[src/hw/rtl/checked_buffer_pool_allocator_core_defines.svh]
// ----------------------------------------------------------------------------
// Assertion macros for the checked buffer pool allocator
// Concurrent checks that vanish when SYNTHESIS is defined.
// ----------------------------------------------------------------------------
`ifndef CHECKED_BUFFER_POOL_ALLOCATOR_CORE_DEFINES_SVH
`define CHECKED_BUFFER_POOL_ALLOCATOR_CORE_DEFINES_SVH

`ifndef SYNTHESIS
`define CBPA_ASSERT_RST(lbl, clk, rst_n, prop, msg) \
  lbl: assert property (@(posedge clk) disable iff (!rst_n) prop) else $error(msg);
`define CBPA_ASSERT_ON(lbl, clk, prop, msg) \
  lbl: assert property (@(posedge clk) prop) else $error(msg);
`else
`define CBPA_ASSERT_RST(lbl, clk, rst_n, prop, msg)
`define CBPA_ASSERT_ON(lbl, clk, prop, msg)
`endif

`endif

[src/hw/rtl/cbpa_pkg.sv]
// ----------------------------------------------------------------------------
// Checked buffer pool allocator package
// Pool geometry, opcodes, per-buffer record layout, its reset value and the sequencer state type.
// ----------------------------------------------------------------------------
package cbpa_pkg;

  localparam int POOL_SIZE = 16;
  localparam int LINK_W    = 8;
  localparam int ADDR_W    = (POOL_SIZE > 1) ? $clog2(POOL_SIZE) : 1;
  localparam int CNT_W     = 8;
  localparam int FAIL_W    = 32;

  localparam logic [LINK_W-1:0] POOL_LINK = LINK_W'(POOL_SIZE);

  localparam logic OP_ALLOC = 1'b0;
  localparam logic OP_FREE  = 1'b1;

  typedef struct packed {
    logic [LINK_W-1:0] link;
    logic              used;
    logic [CNT_W-1:0]  alloc_cnt;
    logic [CNT_W-1:0]  free_cnt;
  } entry_t;

  typedef enum logic [0:0] {
    ST_IDLE,
    ST_EXEC
  } state_t;

  function automatic entry_t reset_entry(input logic [ADDR_W-1:0] addr);
    entry_t e;
    e.link      = LINK_W'(addr) + LINK_W'(1);
    e.used      = 1'b0;
    e.alloc_cnt = '0;
    e.free_cnt  = '0;
    return e;
  endfunction

endpackage

[src/hw/rtl/checked_buffer_pool_allocator_core.sv]
// ----------------------------------------------------------------------------
// Checked buffer pool allocator core
// LIFO free list of buffer indices with allocate and checked free.
// ----------------------------------------------------------------------------
// The input channel carries one request per transaction: an allocate, or a
// free of buf_index with the raw transmit and queued-for-transmit flags.
// Every request yields exactly one result transaction on the output channel
// with the grant, the error flags and the used count after the request.
// All per-buffer state (next link, in-use mark, allocation and free tallies)
// sits in one single-port synchronous memory with registered read data.
// A request is accepted in the idle state and its record is read; in the
// execute state that follows, the record is updated, written back and the
// result is registered once the result register is free. A new request is
// accepted only after the execute state of the previous one has completed.
// The result register lets a new request be accepted while a result waits.
// If the receiver stalls and a second request has been read, that request
// holds in its execute cycle until the result register frees.
// Reset restores the full free list at once: per-entry valid flags make an
// unwritten record read as its reset value, so no clearing pass is needed.
// ----------------------------------------------------------------------------
`include "checked_buffer_pool_allocator_core_defines.svh"

module checked_buffer_pool_allocator_core (
  input  logic       clk,
  input  logic       rst_n,
  input  logic       in_valid,
  output logic       in_ready,
  input  logic       in_operation,
  input  logic [7:0] in_buf_index,
  input  logic       in_is_raw_tx_buffer,
  input  logic       in_queued_in_mac_fifo,
  output logic       out_valid,
  input  logic       out_ready,
  output logic       out_alloc_ok,
  output logic [7:0] out_granted_index,
  output logic       out_err_out_of_pool,
  output logic       out_err_multi_free,
  output logic       out_err_pool_inconsistent,
  output logic [7:0] out_used_count_now
);

  cbpa_pkg::state_t state_r, state_nxt;

  cbpa_pkg::entry_t mem [cbpa_pkg::POOL_SIZE];
  cbpa_pkg::entry_t rd_data_r;
  logic             mem_we;
  cbpa_pkg::entry_t wr_data;

  logic [cbpa_pkg::POOL_SIZE-1:0] vld_r, vld_nxt;

  logic                          op_r;
  logic [7:0]                    idx_r;
  logic                          raw_r;
  logic                          queued_r;
  logic [cbpa_pkg::ADDR_W-1:0]   addr_r;
  logic [cbpa_pkg::ADDR_W-1:0]   rd_addr;

  logic [cbpa_pkg::LINK_W-1:0]   list_head_r, list_head_nxt;
  logic                          head_valid_r, head_valid_nxt;
  logic [7:0]                    used_total_r, used_total_nxt;
  logic [cbpa_pkg::FAIL_W-1:0]   fail_total_r, fail_total_nxt;

  logic                          out_valid_r, out_valid_nxt;
  logic                          ok_r, ok_nxt;
  logic [7:0]                    granted_r, granted_nxt;
  logic                          oop_r, oop_nxt;
  logic                          multi_r, multi_nxt;
  logic                          incons_r, incons_nxt;

  logic                          accept;
  logic                          exec_go;
  cbpa_pkg::entry_t              cur;
  logic [cbpa_pkg::CNT_W-1:0]    free_inc;

  assign accept  = in_valid && in_ready;
  assign exec_go = (state_r == cbpa_pkg::ST_EXEC) && (!out_valid_r || out_ready);
  assign rd_addr = (in_operation == cbpa_pkg::OP_ALLOC) ?
                   list_head_r[cbpa_pkg::ADDR_W-1:0] :
                   in_buf_index[cbpa_pkg::ADDR_W-1:0];
  assign cur     = vld_r[addr_r] ? rd_data_r : cbpa_pkg::reset_entry(addr_r);
  assign free_inc = cur.free_cnt + cbpa_pkg::CNT_W'(1);

  always_comb begin
    state_nxt = state_r;
    in_ready  = 1'b0;
    case (state_r)
      cbpa_pkg::ST_IDLE: begin
        in_ready = 1'b1;
        if (in_valid) begin
          state_nxt = cbpa_pkg::ST_EXEC;
        end
      end
      cbpa_pkg::ST_EXEC: begin
        if (exec_go) begin
          state_nxt = cbpa_pkg::ST_IDLE;
        end
      end
      default: begin
        state_nxt = cbpa_pkg::ST_IDLE;
      end
    endcase
  end

  always_comb begin
    list_head_nxt  = list_head_r;
    head_valid_nxt = head_valid_r;
    used_total_nxt = used_total_r;
    fail_total_nxt = fail_total_r;
    vld_nxt        = vld_r;
    mem_we         = 1'b0;
    wr_data        = cur;
    out_valid_nxt  = out_valid_r && !out_ready;
    ok_nxt         = ok_r;
    granted_nxt    = granted_r;
    oop_nxt        = oop_r;
    multi_nxt      = multi_r;
    incons_nxt     = incons_r;
    if (exec_go) begin
      out_valid_nxt = 1'b1;
      ok_nxt        = 1'b0;
      granted_nxt   = '0;
      oop_nxt       = 1'b0;
      multi_nxt     = 1'b0;
      incons_nxt    = 1'b0;
      if (op_r == cbpa_pkg::OP_ALLOC) begin
        if (used_total_r < cbpa_pkg::POOL_LINK && head_valid_r &&
            list_head_r < cbpa_pkg::POOL_LINK) begin
          if (cur.link < cbpa_pkg::POOL_LINK) begin
            list_head_nxt  = cur.link;
            head_valid_nxt = 1'b1;
          end else begin
            list_head_nxt  = '0;
            head_valid_nxt = 1'b0;
          end
          wr_data.link      = cbpa_pkg::POOL_LINK;
          wr_data.used      = 1'b1;
          wr_data.alloc_cnt = cur.alloc_cnt + cbpa_pkg::CNT_W'(1);
          mem_we            = 1'b1;
          vld_nxt[addr_r]   = 1'b1;
          used_total_nxt    = used_total_r + 8'd1;
          ok_nxt            = 1'b1;
          granted_nxt       = 8'(list_head_r);
        end else begin
          incons_nxt     = used_total_r < cbpa_pkg::POOL_LINK;
          fail_total_nxt = fail_total_r + cbpa_pkg::FAIL_W'(1);
        end
      end else begin
        ok_nxt = 1'b1;
        if (!raw_r) begin
          if (idx_r >= cbpa_pkg::POOL_LINK) begin
            oop_nxt = 1'b1;
          end else begin
            multi_nxt        = queued_r || (free_inc > cur.alloc_cnt) || !cur.used;
            wr_data.free_cnt = free_inc;
            wr_data.used     = 1'b0;
            wr_data.link     = head_valid_r ? list_head_r : cbpa_pkg::POOL_LINK;
            mem_we           = 1'b1;
            vld_nxt[addr_r]  = 1'b1;
            list_head_nxt    = idx_r;
            head_valid_nxt   = 1'b1;
            used_total_nxt   = used_total_r - 8'd1;
          end
        end
      end
    end
  end

  always_ff @(posedge clk) begin
    if (mem_we) begin
      mem[addr_r] <= wr_data;
    end
    if (accept) begin
      rd_data_r <= mem[rd_addr];
    end
  end

  always_ff @(posedge clk) begin
    if (accept) begin
      op_r     <= in_operation;
      idx_r    <= in_buf_index;
      raw_r    <= in_is_raw_tx_buffer;
      queued_r <= in_queued_in_mac_fifo;
      addr_r   <= rd_addr;
    end
    ok_r      <= ok_nxt;
    granted_r <= granted_nxt;
    oop_r     <= oop_nxt;
    multi_r   <= multi_nxt;
    incons_r  <= incons_nxt;
  end

  always_ff @(posedge clk) begin
    if (!rst_n) begin
      state_r      <= cbpa_pkg::ST_IDLE;
      vld_r        <= '0;
      list_head_r  <= '0;
      head_valid_r <= 1'b1;
      used_total_r <= '0;
      fail_total_r <= '0;
      out_valid_r  <= 1'b0;
    end else begin
      state_r      <= state_nxt;
      vld_r        <= vld_nxt;
      list_head_r  <= list_head_nxt;
      head_valid_r <= head_valid_nxt;
      used_total_r <= used_total_nxt;
      fail_total_r <= fail_total_nxt;
      out_valid_r  <= out_valid_nxt;
    end
  end

  assign out_valid                 = out_valid_r;
  assign out_alloc_ok              = ok_r;
  assign out_granted_index         = granted_r;
  assign out_err_out_of_pool       = oop_r;
  assign out_err_multi_free        = multi_r;
  assign out_err_pool_inconsistent = incons_r;
  assign out_used_count_now        = used_total_r;

  `CBPA_ASSERT_RST(a_accept_to_exec, clk, rst_n, accept |=> state_r == cbpa_pkg::ST_EXEC, "accepted transaction did not move to execute")
  `CBPA_ASSERT_RST(a_head_in_pool, clk, rst_n, head_valid_r |-> list_head_r < cbpa_pkg::POOL_LINK, "valid list head lies outside the pool")
  `CBPA_ASSERT_RST(a_empty_head_zero, clk, rst_n, !head_valid_r |-> list_head_r == '0, "empty free list with non-zero head")
  `CBPA_ASSERT_RST(a_grant_implies_ok, clk, rst_n, (out_valid_r && granted_r != 8'd0) |-> ok_r, "grant reported without success")
  `CBPA_ASSERT_RST(a_single_error, clk, rst_n, out_valid_r |-> $countones({oop_r, multi_r, incons_r}) <= 1, "more than one error class reported")
  `CBPA_ASSERT_ON(a_write_in_exec, clk, mem_we |-> state_r == cbpa_pkg::ST_EXEC, "memory written outside execute")

endmodule

[config.mk]
export PLATFORM = sky130hd
export DESIGN_NAME = checked_buffer_pool_allocator_core
export DESIGN_NICKNAME = d
export VERILOG_FILES = /design/src/hw/rtl/cbpa_pkg.sv /design/src/hw/rtl/checked_buffer_pool_allocator_core.sv
export VERILOG_INCLUDE_DIRS = /design/src /design/src/hw/rtl
export SDC_FILE = /design/constraint.sdc
export NUM_CORES = 1
export LEC_CHECK = 0
export CORE_UTILIZATION = 55
export DETAILED_ROUTE_END_ITERATION = 16
export DONT_BUFFER_PORTS = 1
export PLACE_DENSITY = 0.73
export SLEW_MARGIN = 20
export SYNTH_ARGS = -nofsm -noshare
export SYNTH_HDL_FRONTEND = slang
export SYNTH_SLANG_ARGS = --single-unit
[constraint.sdc]
create_clock -name clk -period 3.65 [get_ports clk]
set_input_delay 0.365 -clock clk [delete_from_list [all_inputs] [get_ports clk]]
set_output_delay 0.365 -clock clk [all_outputs]
set_load 0.005 [all_outputs]
[Word-level counts from Yosys, hierarchy flattened]
Memories as Yosys holds them, arrays and structs flattened. A register that Yosys moved wholly into a read port is not among the register bits.
Cells that the tools add are included.
Storage, ports and cells
  register bits after elaboration: 62
  memory bits (writable): 400
  bits of input ports: 15
  output and inout bits: 22
  logic and storage cells: 100
  memories: 1
Operators by class
  add/subtract/negate cells: 5
  $lt $le $gt $ge: 7
  eq/ne operators: 2
  muxes and demuxes: 47
  bitwise operators: 4
  reductions and logical operators: 18
Memory list
  mem: depth 16, bits a word 25, rd ports 1, clocked after memory_dff 1, wr ports 1, RTL line checked_buffer_pool_allocator_core.sv:44  | cbpa_pkg::entry_t mem [cbpa_pkg::POOL_SIZE];
Operators with widths (number)
  $mux W8: 14
  $mux W16: 4
  $mux W25: 2
  $mux W9: 3
  $add A8 B1 Y8 const B: 3
  $lt A8 B5 Y1 const B: 3
  $mux W1: 19
  $mux W17: 1
  $or A16 B16 Y16: 1
  $ge A8 B5 Y1 const B: 1
  $gt A8 B8 Y1: 1
  $sub A8 B1 Y8 const B: 1
  $logic_and A1 B1 Y1: 6
  $reduce_or A2 Y1: 3
  $add A4 B1 Y5 const B: 1
  $lt A4 B5 Y1 const B: 1
  $bmux W1 S4: 1
  $demux W1 S4: 1
  $ge A4 B1 Y1 const B: 1
  $mux W4: 1
  $ne A2 B2 Y1 const B: 2
  $reduce_and A4 Y1: 1
  $logic_not A1 Y1: 3
  $logic_or A1 B1 Y1: 3
  4 further kinds: 6

[Depth between registers and ports, before layout]
Gate-level depths: netlist of run 1.
  word-level depth: 8
  gate-level depth with buffers: 17
  mapped depth without buffers: 15

[Least setup slack after synthesis of run 1]
No wires, ideal clock.
  path type: register -> register
  start point: register addr_r[1] (netlist bit)
  end point: register multi_r, in the netlist out_err_multi_free (data pin)
  library setup time: 0.259 ns
  data arrival time: 3.229 ns
  required time: 3.391 ns
  setup slack: 0.163 ns
  cell stages (with the launch flop): 17
  path buffers: 2
  clock period less this slack: 3.487 ns
  cells stage by stage: edfxtp_1 > buf_2 > mux4_2 > mux2i_4 > mux2i_1 > buf_2 > and2_1 > ha_1 > nand3_1 > nor2_1 > xnor2_1 > nor2_1 > ha_1 > nand4_1 > mux2i_1 > a21oi_1 > o31a_1
Between the ends
  word-level cells in the longest chain between the ends: 7
  elaborated cells between the ends (all ways): 8
  those cells by class: add/sub: 1; order compare: 1; mux: 3; reduce/logical: 3
Ends and longest elaborated chain
  start, declared: RTL line checked_buffer_pool_allocator_core.sv:55  | logic [cbpa_pkg::ADDR_W-1:0] addr_r;
  start signal, assigned: RTL line checked_buffer_pool_allocator_core.sv:183  | addr_r <= rd_addr;
  $bmux W1 S4 *: RTL line checked_buffer_pool_allocator_core.sv:80  | assign cur = vld_r[addr_r] ? rd_data_r : cbpa_pkg::reset_entry(addr_r);
  $mux W1 (not written as such) *: RTL line checked_buffer_pool_allocator_core.sv:80
  $mux W25 *: RTL line checked_buffer_pool_allocator_core.sv:80
  $add A8 B1 Y8: RTL line checked_buffer_pool_allocator_core.sv:81  | assign free_inc = cur.free_cnt + cbpa_pkg::CNT_W'(1);
  $gt A8 B8 Y1: RTL line checked_buffer_pool_allocator_core.sv:153  | multi_nxt = queued_r || (free_inc > cur.alloc_cnt) || !cur.used;
  $logic_or A1 B1 Y1: RTL line checked_buffer_pool_allocator_core.sv:153
  $logic_or A1 B1 Y1 *: RTL line checked_buffer_pool_allocator_core.sv:153
  end signal, assigned: RTL line checked_buffer_pool_allocator_core.sv:188  | multi_r <= multi_nxt;
  end, declared: RTL line checked_buffer_pool_allocator_core.sv:67  | logic multi_r, multi_nxt;
Mark *: on every way between the ends. The rest lies on a longest branch, timed or not. The select of a mux whose other input is x is not followed.
A chain may end at the register's enable or synchronous reset.

[Worst setup path after layout of run 1]
Same ends and word-level chain as after synthesis.

==> results of run 1 <==
==> kinds of logic after synthesis <==
logic type | Yosys count
other | 1
muxes | 145
xor gates and xnor gates | 25
and+or+nand+nor | 534
AOI/OAI and AO/OA | 95
adders and majority gates | 21
buffers and inverters | 92
DFF | 487
==> worst max-delay path: stages (launching register included) <==
cell and delay [ns]:
edfxtp_1 0.51, mux4_2 0.59, mux2i_4 0.24, mux2i_2 0.16, and2_2 0.26, ha_1 0.24, nand3_2 0.12, nor2_1 0.08
xnor2_1 0.15, nor2_1 0.06, ha_1 0.30, nand4_1 0.13, mux2i_1 0.19, a21oi_1 0.07, o31a_1 0.24
==> worst paths after layout <==
check / from / to / slack [ns] / cells after the start
setup / recovery: addr_r[1] / out_err_multi_free / 0.06 / 14
hold reg to reg: vld_r[9] / vld_r[9] / 0.47 / 1
setup reg to reg: addr_r[1] / out_err_multi_free / 0.06 / 14
hold / removal: out_ready / out_valid / 0.09 / 2
==> what timing repair did <==
action,CTS,global route
buffers inserted,0,1
setup endpoints to repair,0,49
resized for setup,0,5
hold buffers,13,0
endpoints found under the hold margin,38,0
==> power by group through the flow <==
stage / clock, mW / combinational, mW / sequential, mW
after global routing: 4.92 / 0.971 / 6.25
after floorplan: 0 / 0.629 / 6.34
after CTS: 4.72 / 0.891 / 6.24
final: 4.66 / 0.891 / 6.25
after global placement: 0 / 0.855 / 6.36
after detailed placement: 0 / 0.868 / 6.36
==> layout make-up <==
class | count | area, µm² | share of cell area, %
clock buffer | 57 | 1240 | 5.48
clock inverter | 29 | 231 | 1.02
inverter | 20 | 82.6 | 0.363
multi-input combinational | 824 | 5570 | 24.5
sequential | 487 | 14300 | 62.8
tap | 461 | 577 | 2.54
timing repair buffer | 82 | 743 | 3.27
==> Yosys cell counts (all sizes together) (2+ instances only) <==
cell type	n	area, µm²
a211oi	3	22.5
a21oi	12	63.8
a22o	3	26.3
a31oi	26	163
a41oi	2	17.5
and2	10	62.6
and3	21	131
buf	31	211
clkbuf	41	154
dfxtp	35	701
edfxtp	452	13600
ha	20	250
inv	19	71.3
mux2	5	56.3
mux2i	111	1140
mux4	29	653
nand2	239	897
nand2b	4	25.0
nand3	164	821
nand4	9	56.3
nor2	33	124
nor2b	29	181
nor3	12	60.1
nor4	8	56.3
o2111ai	2	17.5
o21a	18	135
o21ai	13	65.1
o311ai	3	26.3
xnor2	14	123
xor2	11	96.3
==> flip-flops by register name (all words and copies together), names as in the netlist <==
signal,cells
mem,400
rd_data_r,25
vld_r,16
idx_r,8
list_head_r,8
out_granted_index,8
out_used_count_now,8
addr_r,4
head_valid_r,1
op_r,1
out_alloc_ok,1
out_err_multi_free,1
out_err_out_of_pool,1
out_err_pool_inconsistent,1
out_valid,1
queued_r,1
raw_r,1
state_r,1
==> metal layers <==
layer | vias up | global-route usage (%) | part of all wire (%)
met5 | - | 0 | 0
met4 | 0 | 8.86 | 2.9
met3 | 96 | 4.62 | 8.6
met2 | 539 | 39.3 | 47
met1 | 5942 | 35.6 | 42
li1 | 5371 | - | -
==> through the flow <==
step / power (mW) / hold slack (ns)
CTS: 11.9 / 0.0425
finish: 11.8 / 0.0870
global route: 12.1 / 0.0931
global placement: 7.22 / 0.441
floorplan: 6.97 / 0.435
detailed placement: 7.23 / 0.453
==> flow_summary.toml, run 1 <==
[sta]
worst_slew_pin_slew_ns = 1.08
setup_viol = 0
fmax_mhz = 278
fin_crit_ns = 3.59
rsz0062_at_grt = "true"
setup_tns_ns = 0
clock_skew_ns = 0.0164
period_share_pct = 98.4
slew_viol_final = 0
setup_slack_ns = 0.0583
finalHoldViolCount = 0
slew_headroom_pct = 27.2

[cts]
clock_path_buffers = 3
cts-root-buf = "clkbuf_16"
cts_buffers = 47
clk_pin_slew_ns = 0.07
cts_tree = "built"
clk_latency_ns = 0.57
cts.sinks = 487
htree_num_levels = 2

[run_status]
outcome = "complete, but fails checks"
violations = "DRC"

[power]
p_int_mw = 9.15
clkPwrFrac_pct = 39.5
pwr-share-seq_pct = 52.9
switchingPower_mw = 2.65
combPwrFrac_pct = 7.5
p_sw_share_pct = 22.4
cellLeakagePower_nw = 8.04
max-vdd-ir-drop_mv = 0.345
power.density_nw_per_um2 = 519

[finish]
diodes = 0
final_cell_mix = "edfxtp_1 (452), nand2_1 (239), nand3_1 (163)"
mostFrequentLayoutCell = "edfxtp_1"
final_util_pct = 63.4
drive_gt1_share_pct = 13.5
fill_cells = 2495
finalNonFillerCells = 1960
areaGrowthSynthToFinish_pct = 12.6
fin_area_um2 = 22700
layout.nets = 1498

[routing]
drc_errors = 7
via_per_inst = 6.10
vias = 11900
ant_nets = 0
wl_per_cell_um = 23.4
drt_pre_antenna_iters = 12
drt_iter0_drc = 1330
wl_um = 46000

[synthesis]
async_reset_ff_share_pct = 0
synth_warnings = 0
synthMuxAreaShare_pct = 9.15
syn_inst = 1400
synth_compound_area_share_pct = 3.23
synth_top_family_by_area = "simple AND/OR/NAND/NOR gates"
yosys_register_bits = 487
ys_seq_area_share_pct = 70.8
ys_types = 58
synth_xor_area_share_pct = 1.09
synth_edf_count = 452
syn_area_um2 = 20200
synth-simple-area-share_pct = 12.2
syn_avg_cell_area_um2 = 14.4
synthFlopType = "edfxtp_1"
synth_fa_ha_area_share_pct = 1.34

[floorplanning]
die_w_um = 194
die_area_um2 = 37400
start_util_pct = 56.3
num_rows = 69
fp.coreArea_um2 = 35800
io_pins = 37
die_h_um = 194

[job]
max_cap_violations = 0

[placed_design]
place_ws_ns = 0.0557
place_area_um2 = 21100
dp_hpwl_um = 26300
place_inst = 1860
portBuffers = 0
gp_congestion = 0.922

[critical_path]
critical_path_arrival_ns = 3.91
critical_path_required_ns = 3.97
cp-end-kind = "register"
crit_fanout = 5
criticalPathCategory = "reg2reg"
critPathLaunchType = "register"

[global_routing]
grt_usage_pct = 25.1
grt_pass1_vias = 11800
grt_max_degree = 52
grt_pass1_wl_um = 70800
overflow = 0
antenna_found_initial = 0

[worst_hold_path]
min_path_type = "in2reg"
No activity file was read; power rests on OpenSTA's default activity.
==> run 2: changes to the inputs <==
CTS_CLUSTER_SIZE = 10   (was default)
PLACE_DENSITY = 0.7   (was 0.73)
clock period = 4.7 ns   (was 3.65 ns; I/O delays follow)
==> flow_summary.toml, run 2 (synthesis results as in run 1) <==
[run_status]
outcome = "complete, but fails checks"
violations = "DRC"

[cts]
clk_pin_slew_ns = 0.05
cts_setup_buffers = 0
cts_buffers = 54
clk_latency_ns = 0.59
htree_num_levels = 2
clock_path_buffers = 3
cts_tree = "built"
cts.sinks = 487
cts-root-buf = "clkbuf_16"

[sta]
slew_headroom_pct = 27.6
worst_slew_pin_slew_ns = 1.08
holdWs_ns = 0.0250
fin_crit_ns = 3.99
setup_tns_ns = 0
finalHoldViolCount = 0
rsz0062_at_grt = "false"
period_share_pct = 84.8
setup_viol = 0
slew_viol_final = 0
fmax_mhz = 251
clock_skew_ns = 0.0241

[finish]
top_register = "mem"
drive_gt1_share_pct = 10.8
mostFrequentLayoutCell = "edfxtp_1"
final_cell_mix = "edfxtp_1 (452), nand2_1 (239), nand3_1 (164)"
areaGrowthSynthToFinish_pct = 11.5
layout.nets = 1475
largest_registers = "mem x400, rd_data_r x25, vld_r x16"
diodes = 0
largest_reg_flops = 400

[job]
max_cap_violations = 0

[critical_path]
critPathLaunchType = "register"
critical_path_arrival_ns = 4.31
cp-end-kind = "register"
critical_path_required_ns = 5.02
crit_fanout = 11
criticalPathCategory = "reg2reg"

[worst_hold_path]
min_path_type = "in2reg"

[placed_design]
portBuffers = 0
gp_congestion = 0.898
dp_hpwl_um = 25300

[floorplanning]
start_util_pct = 56.3
fp.coreArea_um2 = 35800
die_area_um2 = 37400
die_w_um = 194
io_pins = 37
die_h_um = 194
num_rows = 69

[routing]
vias = 11800
drt_pre_antenna_iters = 13
wl_um = 45800
wl_per_cell_um = 23.8
ant_nets = 0
drt_iter0_drc = 1314
drc_errors = 8
via_per_inst = 6.13

[global_routing]
grt_max_degree = 79
grt_usage_pct = 24.8
grt_pass1_vias = 11700
overflow = 0
grt_pass1_wl_um = 69600
antenna_found_initial = 1

[power]
power.density_nw_per_um2 = 412
max-vdd-ir-drop_mv = 0.260
cellLeakagePower_nw = 7.89
## run 2: changes by cell type in the layout (fill, tap and decap cells not counted), sizes merged
cell         previous run  this run
buf                    70        37
clkbuf                 57        83
clkinv                 22         1
clkinvlp                4         0
bufinv                  3         0
dlygate4sd3            12        14
inv                    20        19
## run 2: through the flow
stage	instances	setup slack, ns	util, %	cell area, µm²	power, mW
finish	1926	0.714	62.8	22500	9.27
global route	1926	0.404	62.8	22500	9.54
CTS	1925	0.779	62.7	22500	9.32
detailed placement	1829	0.788	58.0	20800	5.60
global placement	1829	0.887	58.0	20800	5.59
floorplan	1403	1.21	-	20200	5.41
## run 2: final cells by class
cell class	instances	area, µm²
clock buffer	82	1520
fill	2567	13300
tap	461	577
inverter	20	82.6
sequential	487	14300
timing repair buffer	52	475
multi-input combinational	824	5570
## run 2: what timing repair did
item / 4_1_cts / 5_1_grt
endpoints found under the hold margin: 28 / 0
hold buffers: 14 / 0
gates resized for setup: 0 / 0
## run 2: final timing paths
path	endpoint	depth (start not counted)	slack [ns]	startpoint
worst min register to register	vld_r[3]	1	0.46	vld_r[3]
worst max register to register	out_err_multi_free	15	0.71	addr_r[1]
worst min-delay path	vld_r[2]	1	0.03	rst_n
worst max-delay path	out_err_multi_free	15	0.71	addr_r[1]
## run 2: metal layers
| metal | vias to the layer above | share of wire, % | GRT usage [%] |
|---|---|---|---|
| met3 | 77 | 8.1 | 3.70 |
| met5 | - | 0.028 | 0 |
| met1 | 5868 | 42 | 34.6 |
| met4 | 2 | 2.7 | 8.77 |
| li1 | 5303 | - | - |
| met2 | 556 | 47 | 39.9 |
## run 2: worst max-delay path, cell delays in order, from the launching register on
cell and delay [ns]:
edfxtp_1 0.57, mux4_2 0.44, mux2i_4 0.10, mux2i_2 0.46, and2_1 0.32, ha_1 0.25
nand3_1 0.16, nor2_1 0.21, xnor2_1 0.14, nor2_1 0.06, ha_1 0.19, a21oi_1 0.16
o21ai_0 0.14, mux2i_1 0.18, a21oi_1 0.08, o31a_1 0.24
## run 2: power breakdown
group	internal (mW)	switching, mW	leakage, nW
Clock	2.19	1.55	0.732
Combinational	0.246	0.434	2.49
Sequential	4.80	0.0521	4.67
